--- src/design/sfdcd_pkg.sv ---
// Package for the sensor frame decoder: codes, key ROM and CRC step.
package sfdcd_pkg;

	localparam int MAX_FRAME_BYTES = 128;
	localparam int ADDR_W = 4;

	localparam logic [15:0] CRC_POLY = 16'h1021;
	localparam logic [15:0] CRC_INIT = 16'h1d0f;

	localparam logic [7:0] LEN_TEMP   = 8'h10;
	localparam logic [7:0] LEN_PERIOD = 8'h3d;
	localparam logic [7:0] LEN_STATUS = 8'h1f;
	localparam logic [7:0] LEN_PING   = 8'h1c;

	localparam logic [7:0] MARK_TEMP   = 8'h11;
	localparam logic [7:0] MARK_PERIOD = 8'h1b;
	localparam logic [7:0] MARK_STATUS = 8'h71;
	localparam logic [7:0] MARK_PING   = 8'h70;

	localparam logic [1:0] KIND_TEMP   = 2'd0;
	localparam logic [1:0] KIND_PERIOD = 2'd1;
	localparam logic [1:0] KIND_STATUS = 2'd2;
	localparam logic [1:0] KIND_PING   = 2'd3;

	localparam logic [2:0] ST_OK        = 3'd0;
	localparam logic [2:0] ST_SHORT     = 3'd1;
	localparam logic [2:0] ST_UNKNOWN   = 3'd2;
	localparam logic [2:0] ST_CRC_FAIL  = 3'd3;
	localparam logic [2:0] ST_MARKER    = 3'd4;
	localparam logic [2:0] ST_TEMP_BAD  = 3'd5;

	localparam logic [1:0] REG_TEMP_OFFSET = 2'd0;
	localparam logic [1:0] REG_TEMP_MIN    = 2'd1;
	localparam logic [1:0] REG_TEMP_MAX    = 2'd2;

	localparam logic [15:0] TEMP_OFFSET_RST = 16'd33168;
	localparam logic signed [10:0] TEMP_MIN_RST = -11'sd200;
	localparam logic signed [10:0] TEMP_MAX_RST = 11'sd600;

	localparam logic [128*8-1:0] KEY_STR =
		"s6amyEvO8UslCY0eZjgc2S6APCVLgLxzFvL2Z5GWPW7fKVjy2oAU6uiKU3lZCHm62VYQQuCtgxzPgGd8UDRPVZpDRAsh5EdYq1E4j4morJ3vd6tWx8BiWOLDc2I8wKUK";

	function automatic logic [7:0] key_rom(input logic [7:0] idx);
		logic [7:0] res;
		res = 8'h00;
		if (idx < 8'd128) begin
			res = KEY_STR[8 * (127 - int'(idx)) +: 8];
		end
		return res;
	endfunction

	function automatic logic [15:0] crc_byte(input logic [15:0] crc, input logic [7:0] b);
		logic [15:0] c;
		c = crc ^ {b, 8'h00};
		for (int k = 0; k < 8; k++) begin
			if (c[15]) begin
				c = {c[14:0], 1'b0} ^ CRC_POLY;
			end else begin
				c = {c[14:0], 1'b0};
			end
		end
		return c;
	endfunction

	function automatic logic [31:0] swap_halves(input logic [31:0] v);
		return {v[15:0], v[31:16]};
	endfunction

endpackage

--- src/design/sensor_frame_decrypt_check_decode.sv ---
// Top level of the sensor frame decoder: CRC check, decryption, capture, status.
//
// The input stream carries the bytes that follow a sync word, one per transfer:
// tdata holds the byte, tuser marks the length byte that opens a frame and
// tlast marks the last byte of the received row. Each frame gives one status
// transfer on the output stream, with the frame kind in tuser and the decoded
// id, battery and temperature fields in tdata. Bytes outside a frame give none.
// An input transfer is registered in the input register, then decoded into the
// output register, which holds the status for the byte that ends the frame.
// One byte is taken every cycle while the output side keeps up; the single
// byte-wide CRC step and key ROM read per byte set that rate.
// When the receiver stalls, the output register holds its result and one more
// input byte is taken into the input register before tready falls.
// Reset clears both registers, closes any open frame and loads the temperature
// registers with their defaults. The APB port holds the zero offset and the
// plausible temperature limits; write them only while no frame is in flight.
module sensor_frame_decrypt_check_decode import sfdcd_pkg::*; #(
	parameter int KEY_BYTES = 128
) (
	input  logic              clk,
	input  logic              arst_n,
	input  logic              s_tvalid,
	output logic              s_tready,
	input  logic [7:0]        s_tdata,   // [7:0] data_byte
	input  logic              s_tuser,   // [0] frame_start
	input  logic              s_tlast,   // row_end
	output logic              m_tvalid,
	input  logic              m_tready,
	// [2:0] status, [34:3] wire_id, [66:35] device_id, [67] has_reading,
	// [75:68] battery_percent, [76] battery_good, [93:77] temp_tenths, [95:94] zero
	output logic [95:0]       m_tdata,
	output logic [1:0]        m_tuser,   // [1:0] frame_kind
	input  logic              psel,
	input  logic              penable,
	input  logic              pwrite,
	input  logic [ADDR_W-1:0] paddr,
	input  logic [31:0]       pwdata,
	output logic [31:0]       prdata,
	output logic              pready
);

	localparam int KI_W = (KEY_BYTES > 1) ? $clog2(KEY_BYTES) : 1;
	localparam logic [KI_W-1:0] KEY_LAST = KI_W'(KEY_BYTES - 1);

	typedef logic [255:0][KI_W-1:0] seed_tab_t;

	function automatic seed_tab_t build_seed_tab();
		seed_tab_t tab;
		int r;
		r = 0;
		for (int i = 0; i < 256; i++) begin
			tab[i] = KI_W'(r);
			if (r == KEY_BYTES - 1) begin
				r = 0;
			end else begin
				r = r + 1;
			end
		end
		return tab;
	endfunction

	localparam seed_tab_t SEED_TAB = build_seed_tab();

	logic [15:0]        temp_offset_q;
	logic signed [10:0] temp_min_q;
	logic signed [10:0] temp_max_q;

	logic       valid_s1;
	logic [7:0] byte_s1;
	logic       start_s1;
	logic       last_s1;

	logic            in_frame_q;
	logic [7:0]      byte_index_q;
	logic [7:0]      frame_len_q;
	logic [KI_W-1:0] key_ptr_q;
	logic [15:0]     crc_q;
	logic [7:0]      crc_hi_q;
	logic [7:0]      marker_q;
	logic [31:0]     id_q;
	logic [7:0]      battery_q;
	logic [15:0]     raw_temp_q;

	logic        out_valid_q;
	logic [2:0]  status_q;
	logic [1:0]  kind_q;
	logic [31:0] wire_id_q;
	logic [31:0] device_id_q;
	logic        has_reading_q;
	logic [7:0]  battery_pct_q;
	logic        battery_good_q;
	logic [16:0] temp_tenths_q;

	logic out_free;
	logic fire;

	logic [7:0] len;
	logic [7:0] idx;
	logic [7:0] d;
	logic [7:0] batt_at;
	logic [7:0] plain;
	logic       active;
	logic       known;
	logic       usable;
	logic [1:0] kind;
	logic [7:0] marker_exp;
	logic       is_seed;
	logic       is_cipher;
	logic       is_crc_hi;
	logic       is_final;

	logic               emit;
	logic [2:0]         st;
	logic [1:0]         kind_o;
	logic [31:0]        wire_o;
	logic               reading_o;
	logic signed [16:0] tenths;

	assign pready = 1'b1;
	assign out_free = !out_valid_q || m_tready;
	assign s_tready = !valid_s1 || out_free;
	assign fire = valid_s1 && out_free;

	always_ff @(posedge clk or negedge arst_n) begin
		if (!arst_n) begin
			temp_offset_q <= TEMP_OFFSET_RST;
			temp_min_q <= TEMP_MIN_RST;
			temp_max_q <= TEMP_MAX_RST;
		end else if (psel && penable && pwrite) begin
			unique case (paddr[3:2])
				REG_TEMP_OFFSET: temp_offset_q <= pwdata[15:0];
				REG_TEMP_MIN:    temp_min_q <= pwdata[10:0];
				REG_TEMP_MAX:    temp_max_q <= pwdata[10:0];
				default: ;
			endcase
		end
	end

	always_comb begin
		unique case (paddr[3:2])
			REG_TEMP_OFFSET: prdata = {16'h0000, temp_offset_q};
			REG_TEMP_MIN:    prdata = {21'h000000, temp_min_q};
			REG_TEMP_MAX:    prdata = {21'h000000, temp_max_q};
			default:         prdata = 32'h0000_0000;
		endcase
	end

	always_ff @(posedge clk or negedge arst_n) begin
		if (!arst_n) begin
			valid_s1 <= 1'b0;
		end else if (s_tready) begin
			valid_s1 <= s_tvalid;
		end
	end

	always_ff @(posedge clk) begin
		if (s_tready && s_tvalid) begin
			byte_s1 <= s_tdata;
			start_s1 <= s_tuser;
			last_s1 <= s_tlast;
		end
	end

	assign len = start_s1 ? byte_s1 : frame_len_q;
	assign idx = start_s1 ? 8'd0 : byte_index_q + 8'd1;
	assign d = idx - 8'd2;
	assign active = start_s1 || in_frame_q;
	assign plain = byte_s1 ^ key_rom(8'(key_ptr_q));

	always_comb begin
		known = 1'b1;
		kind = KIND_TEMP;
		marker_exp = MARK_TEMP;
		case (len)
			LEN_TEMP: begin
				kind = KIND_TEMP;
				marker_exp = MARK_TEMP;
			end
			LEN_PERIOD: begin
				kind = KIND_PERIOD;
				marker_exp = MARK_PERIOD;
			end
			LEN_STATUS: begin
				kind = KIND_STATUS;
				marker_exp = MARK_STATUS;
			end
			LEN_PING: begin
				kind = KIND_PING;
				marker_exp = MARK_PING;
			end
			default: known = 1'b0;
		endcase
	end

	assign usable = known && ({1'b0, len} + 9'd1 <= 9'(MAX_FRAME_BYTES));
	assign batt_at = (kind == KIND_TEMP) ? 8'd6 : 8'd5;
	assign is_seed = (idx == 8'd1);
	assign is_cipher = (idx >= 8'd2) && ({1'b0, idx} + 9'd2 <= {1'b0, len});
	assign is_crc_hi = !is_seed && !is_cipher && ({1'b0, idx} + 9'd1 == {1'b0, len});
	assign is_final = !is_seed && !is_cipher && !is_crc_hi && (idx == len);
	assign tenths = $signed(17'({1'b0, raw_temp_q}) - 17'({1'b0, temp_offset_q}));
	assign wire_o = (kind == KIND_PING) ? swap_halves(id_q) : id_q;

	always_comb begin
		emit = 1'b0;
		st = ST_OK;
		kind_o = KIND_TEMP;
		reading_o = 1'b0;
		if (!active) begin
			emit = 1'b0;
		end else if (idx < 8'd3 && last_s1) begin
			emit = 1'b1;
			st = ST_SHORT;
		end else if (!usable) begin
			emit = (idx >= 8'd3);
			st = known ? ST_SHORT : ST_UNKNOWN;
		end else if (is_final) begin
			emit = 1'b1;
			kind_o = kind;
			if ({crc_hi_q, byte_s1} != crc_q) begin
				st = ST_CRC_FAIL;
			end else if (marker_q != marker_exp) begin
				st = ST_MARKER;
			end else if (kind == KIND_PING) begin
				st = ST_OK;
			end else begin
				reading_o = 1'b1;
				if (tenths < 17'(temp_min_q) || tenths > 17'(temp_max_q)) begin
					st = ST_TEMP_BAD;
				end
			end
		end else if (last_s1) begin
			emit = 1'b1;
			st = ST_SHORT;
		end
	end

	always_ff @(posedge clk or negedge arst_n) begin
		if (!arst_n) begin
			in_frame_q <= 1'b0;
			byte_index_q <= 8'd0;
			frame_len_q <= 8'd0;
			key_ptr_q <= '0;
			crc_q <= CRC_INIT;
			crc_hi_q <= 8'd0;
			marker_q <= 8'd0;
			id_q <= 32'd0;
			battery_q <= 8'd0;
			raw_temp_q <= 16'd0;
		end else if (fire && active) begin
			byte_index_q <= idx;
			if (start_s1) begin
				frame_len_q <= byte_s1;
				crc_q <= CRC_INIT;
				crc_hi_q <= 8'd0;
				marker_q <= 8'd0;
				id_q <= 32'd0;
				battery_q <= 8'd0;
				raw_temp_q <= 16'd0;
			end
			in_frame_q <= !emit;
			if (usable && !(idx < 8'd3 && last_s1)) begin
				if (is_seed) begin
					key_ptr_q <= SEED_TAB[byte_s1];
				end else if (is_cipher) begin
					key_ptr_q <= (key_ptr_q == KEY_LAST) ? '0 : key_ptr_q + 1'b1;
					crc_q <= crc_byte(crc_q, byte_s1);
					if (d == 8'd0) begin
						marker_q <= plain;
					end else if (d <= 8'd4) begin
						id_q <= {id_q[23:0], plain};
					end
					if (kind != KIND_PING) begin
						if (d == batt_at) begin
							battery_q <= plain;
						end else if (d == batt_at + 8'd1) begin
							raw_temp_q[7:0] <= plain;
						end else if (d == batt_at + 8'd2) begin
							raw_temp_q[15:8] <= plain;
						end
					end
				end else if (is_crc_hi) begin
					crc_hi_q <= byte_s1;
				end
			end
		end
	end

	always_ff @(posedge clk or negedge arst_n) begin
		if (!arst_n) begin
			out_valid_q <= 1'b0;
		end else if (fire && emit) begin
			out_valid_q <= 1'b1;
		end else if (m_tready) begin
			out_valid_q <= 1'b0;
		end
	end

	always_ff @(posedge clk) begin
		if (fire && emit) begin
			status_q <= st;
			kind_q <= kind_o;
			if (st == ST_OK || st == ST_TEMP_BAD) begin
				wire_id_q <= wire_o;
				device_id_q <= swap_halves(wire_o);
			end else begin
				wire_id_q <= 32'd0;
				device_id_q <= 32'd0;
			end
			has_reading_q <= reading_o;
			battery_pct_q <= reading_o ? battery_q : 8'd0;
			battery_good_q <= reading_o && (battery_q != 8'd0);
			temp_tenths_q <= reading_o ? tenths : 17'd0;
		end
	end

	assign m_tvalid = out_valid_q;
	assign m_tuser = kind_q;
	assign m_tdata = {2'b00, temp_tenths_q, battery_good_q, battery_pct_q, has_reading_q,
		device_id_q, wire_id_q, status_q};

endmodule

--- config.mk ---
export PLATFORM = sky130hd
export DESIGN_NAME = sensor_frame_decrypt_check_decode
export DESIGN_NICKNAME = d
export VERILOG_FILES = /design/src/design/sfdcd_pkg.sv /design/src/design/sensor_frame_decrypt_check_decode.sv
export SDC_FILE = /design/constraint.sdc
export NUM_CORES = 1
export LEC_CHECK = 0
export BUFFER_PORTS_ARGS = -buffer_cell sky130_fd_sc_hd__buf_2
export CAP_MARGIN = 5
export CELL_PAD_IN_SITES_DETAIL_PLACEMENT = 1
export CELL_PAD_IN_SITES_GLOBAL_PLACEMENT = 1
export CORE_MARGIN = 2
export CORE_UTILIZATION = 45
export DETAILED_ROUTE_END_ITERATION = 10
export PLACE_DENSITY = 0.83
export SYNTH_ARGS = -nofsm -noshare
export SYNTH_HDL_FRONTEND = slang
export SYNTH_SLANG_ARGS = --single-unit
--- constraint.sdc ---
create_clock -name clk -period 7.2 [get_ports clk]
set_input_delay 1.44 -clock clk [delete_from_list [all_inputs] [get_ports clk]]
set_output_delay 1.44 -clock clk [all_outputs]
set_load 0.01 [all_outputs]
==> impl_metrics.json <==
{
  "status": "finished clean",
  "cts_htree_levels": 1,
  "hpwl_um": 31100,
  "p_sw_frac": 0.392,
  "register_area_sq_um": 6190,
  "async_reset_ff_frac": 0.652,
  "num_rows": 67,
  "cts_resized": 0,
  "power_density_nw_per_um2": 308,
  "power_frac_seq": 0.336,
  "setup_viol": 0,
  "avgSynthCellArea_sq_um": 9.09,
  "max_slew_margin": 0.187,
  "multi_input_area_sq_um": 7820,
  "fin_hold_ws_ns": 0.501,
  "yosys_warnings": 0,
  "die_area_sq_um": 35100,
  "ios": 186,
  "rr_endpoint": "wire_id_q[1]$_SDFFCE_PN0P_",
  "cts_tree": "done",
  "clock.fmax_ghz": 0.156,
  "path_clk_slew_ns": 0.06,
  "worstPathMaxFanout": 32,
  "syn-instance-count": 1666,
  "fin_skew_ns": 0.0266,
  "diodes": 0,
  "ys.flop_type": "dfrtp_1",
  "fin_crit_ns": 6.41,
  "worst_path_most_repeated_cell": "a21oi_1",
  "final_net_count": 1855,
  "grt_pass1_vias": 13000,
  "pre_cts_ws_ns": 0.869,
  "io_buffers": 148,
  "rrSetupSlack_ns": 0.79,
  "reg2reg_depth": 21,
  "clockBufferDepth": 3,
  "synth.distinct_cells": 89,
  "syn_area_sq_um": 15100,
  "initial_utilization": 0.454,
  "grt_max_degree": 96,
  "hold_violations": 0,
  "ant_nets": 0,
  "cpMaxStageDelayCell": "o311ai_0",
  "hp-class": "reg2reg",
  "area_delta_synth_final_pct": 10.3,
  "critPathTopFamily": "compound AO/OA/AOI/OAI gates",
  "setup_slack_ns": 0.793,
  "drive_gt1_frac": 0.178,
  "critPathBufInv": 3,
  "final_cell_mix": "o21ai_0 (174), buf_2 (147), nand2_1 (146), dfrtp_1 (129), a21oi_1 (105)",
  "r2r-start": "raw_temp_q[0]$_DFFE_PN0P_",
  "synth_edf_count": 74,
  "final_common_cell": "o21ai_0",
  "fillers": 3961,
  "maxSlewViolCount": 0,
  "endpoint": "wire_id_q[1]$_SDFFCE_PN0P_",
  "ys_seq_elements": 233,
  "core_sq_um": 33400,
  "finalCritPeriodShare": 0.890,
  "tns_ns": 0,
  "cts_hold_buf": 0,
  "synth_seq_area_share": 0.409,
  "p_int_mw": 3.13,
  "drt_iter0_markers": 839,
  "cts_made_buffers": 26,
  "insertion_delay_ns": 0.55,
  "maxCapViolCount": 0,
  "num_vias": 12700,
  "tightest_slew_ns": 1.21,
  "overflow": 0,
  "clock_sinks": 233,
  "p_switching_mw": 2.02,
  "place_congestion": 0.879,
  "path_class": "reg2reg",
  "cp-end-kind": "flop",
  "cts_root_buffer": "clkbuf_16",
  "peakVddDrop_mv": 0.194,
  "first_pass_iters": 4,
  "hp-start": "marker_q[4]$_DFFE_PN0P_",
  "cp_num_cells": 21,
  "critPathLaunch": "raw_temp_q[0]$_DFFE_PN0P_",
  "fp.dieW_um": 187,
  "antenna_found_initial": 0,
  "post_cts_buffers": 0,
  "p_leak_nw": 7.01,
  "gr-usage-all-layers": 0.243,
  "critPathLaunchType": "flop",
  "wl_um": 43400,
  "drc": 0,
  "max_stage_delay_ns": 0.61,
  "cp.arrival_ns": 6.68,
  "critPathRequiredTime_ns": 7.47,
  "viasPerCell": 5.79,
  "rsz0062_at_grt": "false",
  "wire_per_inst_um": 19.9,
  "path_cells": "inv_1 > ha_1 > inv_1 > fa_1 > a21o_1 > a21oi_1 > nor2b_1 > o21a_1 > o41ai_1 > o22ai_1 > o41ai_1 > xnor2_1 > ha_1 > a21o_1 > a2111oi_0 > a21oi_1 > o311ai_0 > and4b_1 > or3_2 > buf_4 > a21oi_1",
  "pwr-share-clk": 0.268,
  "p_comb_frac": 0.397,
  "grt_pass1_wl_um": 69700,
  "die_h_um": 187
}
==> power by group through the flow <==
| stage | logic (mW) | clock network [mW] | registers (mW) |
|---|---|---|---|
| floorplan | 1.48 | 0 | 1.71 |
| global placement | 1.93 | 0 | 1.73 |
| detailed placement | 2.02 | 0 | 1.75 |
| CTS | 2.03 | 1.40 | 1.73 |
| global route | 2.25 | 1.45 | 1.75 |
| finish | 2.04 | 1.38 | 1.73 |
==> metrics by stage <==
step	area, sq um	power, mW	utilization	instances
after floorplan	15200	3.19	-	1683
final	16700	5.15	0.500	2188
after detailed placement	15800	3.76	0.474	2140
after CTS	16700	5.16	0.500	2188
after global routing	16700	5.45	0.500	2188
after global placement	15800	3.67	0.474	2140
==> how the worst min path moves through the flow <==
stage	to	slack, ns	cells past startpoint
CTS	marker_q[4]$_DFFE_PN0P_	0.50	2
floorplan	marker_q[4]$_DFFE_PN0P_	0.46	2
global placement	marker_q[4]$_DFFE_PN0P_	0.48	2
global route	id_q[9]$_DFFE_PN0P_	0.54	2
finish	marker_q[4]$_DFFE_PN0P_	0.50	2
detailed placement	marker_q[4]$_DFFE_PN0P_	0.49	2
==> synth_stat cells, types with 6 or more instances <==
cell	instances	area share
o21ai_0	174	0.058
nand2_1	147	0.036
dfrtp_1	130	0.21
a21oi_1	105	0.035
nor2_1	96	0.024
inv_1	92	0.023
nand3_1	92	0.030
clkbuf_1	83	0.021
ha_1	81	0.067
edfxtp_1	74	0.15
xnor2_1	60	0.035
buf_4	55	0.027
a21oi_2	30	0.017
and2_1	30	0.012
nor3_1	30	0.0099
mux2i_1	25	0.017
dfstp_2	22	0.038
xor2_1	21	0.012
a211oi_1	16	0.0079
and3_1	15	0.0062
mux2_2	15	0.011
nor2b_1	15	0.0062
nand4_1	14	0.0058
o21ai_1	13	0.0043
a22o_1	11	0.0064
nand2b_1	11	0.0045
o21a_1	11	0.0055
a31oi_1	9	0.0037
nand3b_1	9	0.0045
a21o_1	8	0.0040
mux4_2	8	0.012
nor3b_1	8	0.0040
o211ai_1	8	0.0040
or3_1	8	0.0033
buf_2	7	0.0023
dfxtp_1	7	0.0093
o31ai_1	7	0.0035
and4_1	6	0.0035
o22a_1	6	0.0035
o22ai_1	6	0.0025
or2_2	6	0.0025
==> area by class of cell <==
| type | instances | share of cell area |
|---|---|---|
| multi-input cells | 1200 | 0.468 |
| inverters | 94 | 0.0211 |
| clock inverters | 17 | 0.0115 |
| flip-flops and latches | 233 | 0.371 |
| clock buffers | 31 | 0.0419 |
| repair buffers | 165 | 0.0524 |
| well taps | 448 | 0.0336 |
==> kinds of logic (layout without fill, tap and decap cells) <==
group,Yosys count,count (layout),synth area share
buffers and inverters,250,307,0.0804
xor gates and xnor gates,82,82,0.0484
AOI/OAI and AO/OA,457,457,0.186
muxes,49,49,0.0405
other,2,19,0.000496
DFF,233,233,0.409
adders and majority gates,82,82,0.0683
and+or+nand+nor,511,511,0.166
==> worst register-to-register path: stages (launching register included) <==
cell       delay (ns)
dfrtp_1          0.37
inv_1            0.06
ha_1             0.15
inv_1            0.05
fa_1             0.41
a21o_1           0.20
a21oi_1          0.24
nor2b_1          0.08
o21a_1           0.19
o41ai_1          0.60
o22ai_1          0.24
o41ai_1          0.44
xnor2_1          0.25
ha_1             0.31
a21o_1           0.16
a2111oi_0        0.38
a21oi_1          0.20
o311ai_0         0.61
and4b_1          0.41
or3_2            0.16
buf_4            0.44
a21oi_1          0.18
==> sequential cells by signal, summed over array words and instances (netlist names), 2 cells and up, named ones only <==
name	count
battery_q	8
temp_min_q	11
status_q	3
temp_offset_q	16
wire_id_q	31
byte_index_q	8
key_ptr_q	7
battery_pct_q	8
frame_len_q	8
temp_max_q	11
temp_tenths_q	17
crc_q	16
marker_q	8
m_tuser	2
id_q	32
crc_hi_q	8
byte_s1	8
raw_temp_q	16
==> metal layers <==
layer,global-route usage,vias up,part of all wire,routed length (um)
met5,0,-,0,0
met4,0.0681,0,0.025,1090
met3,0.0311,68,0.045,1940
met2,0.420,296,0.49,21300
met1,0.321,6346,0.44,19100
li1,-,5960,-,-
Note: power is estimated with default switching activity, not from simulation.
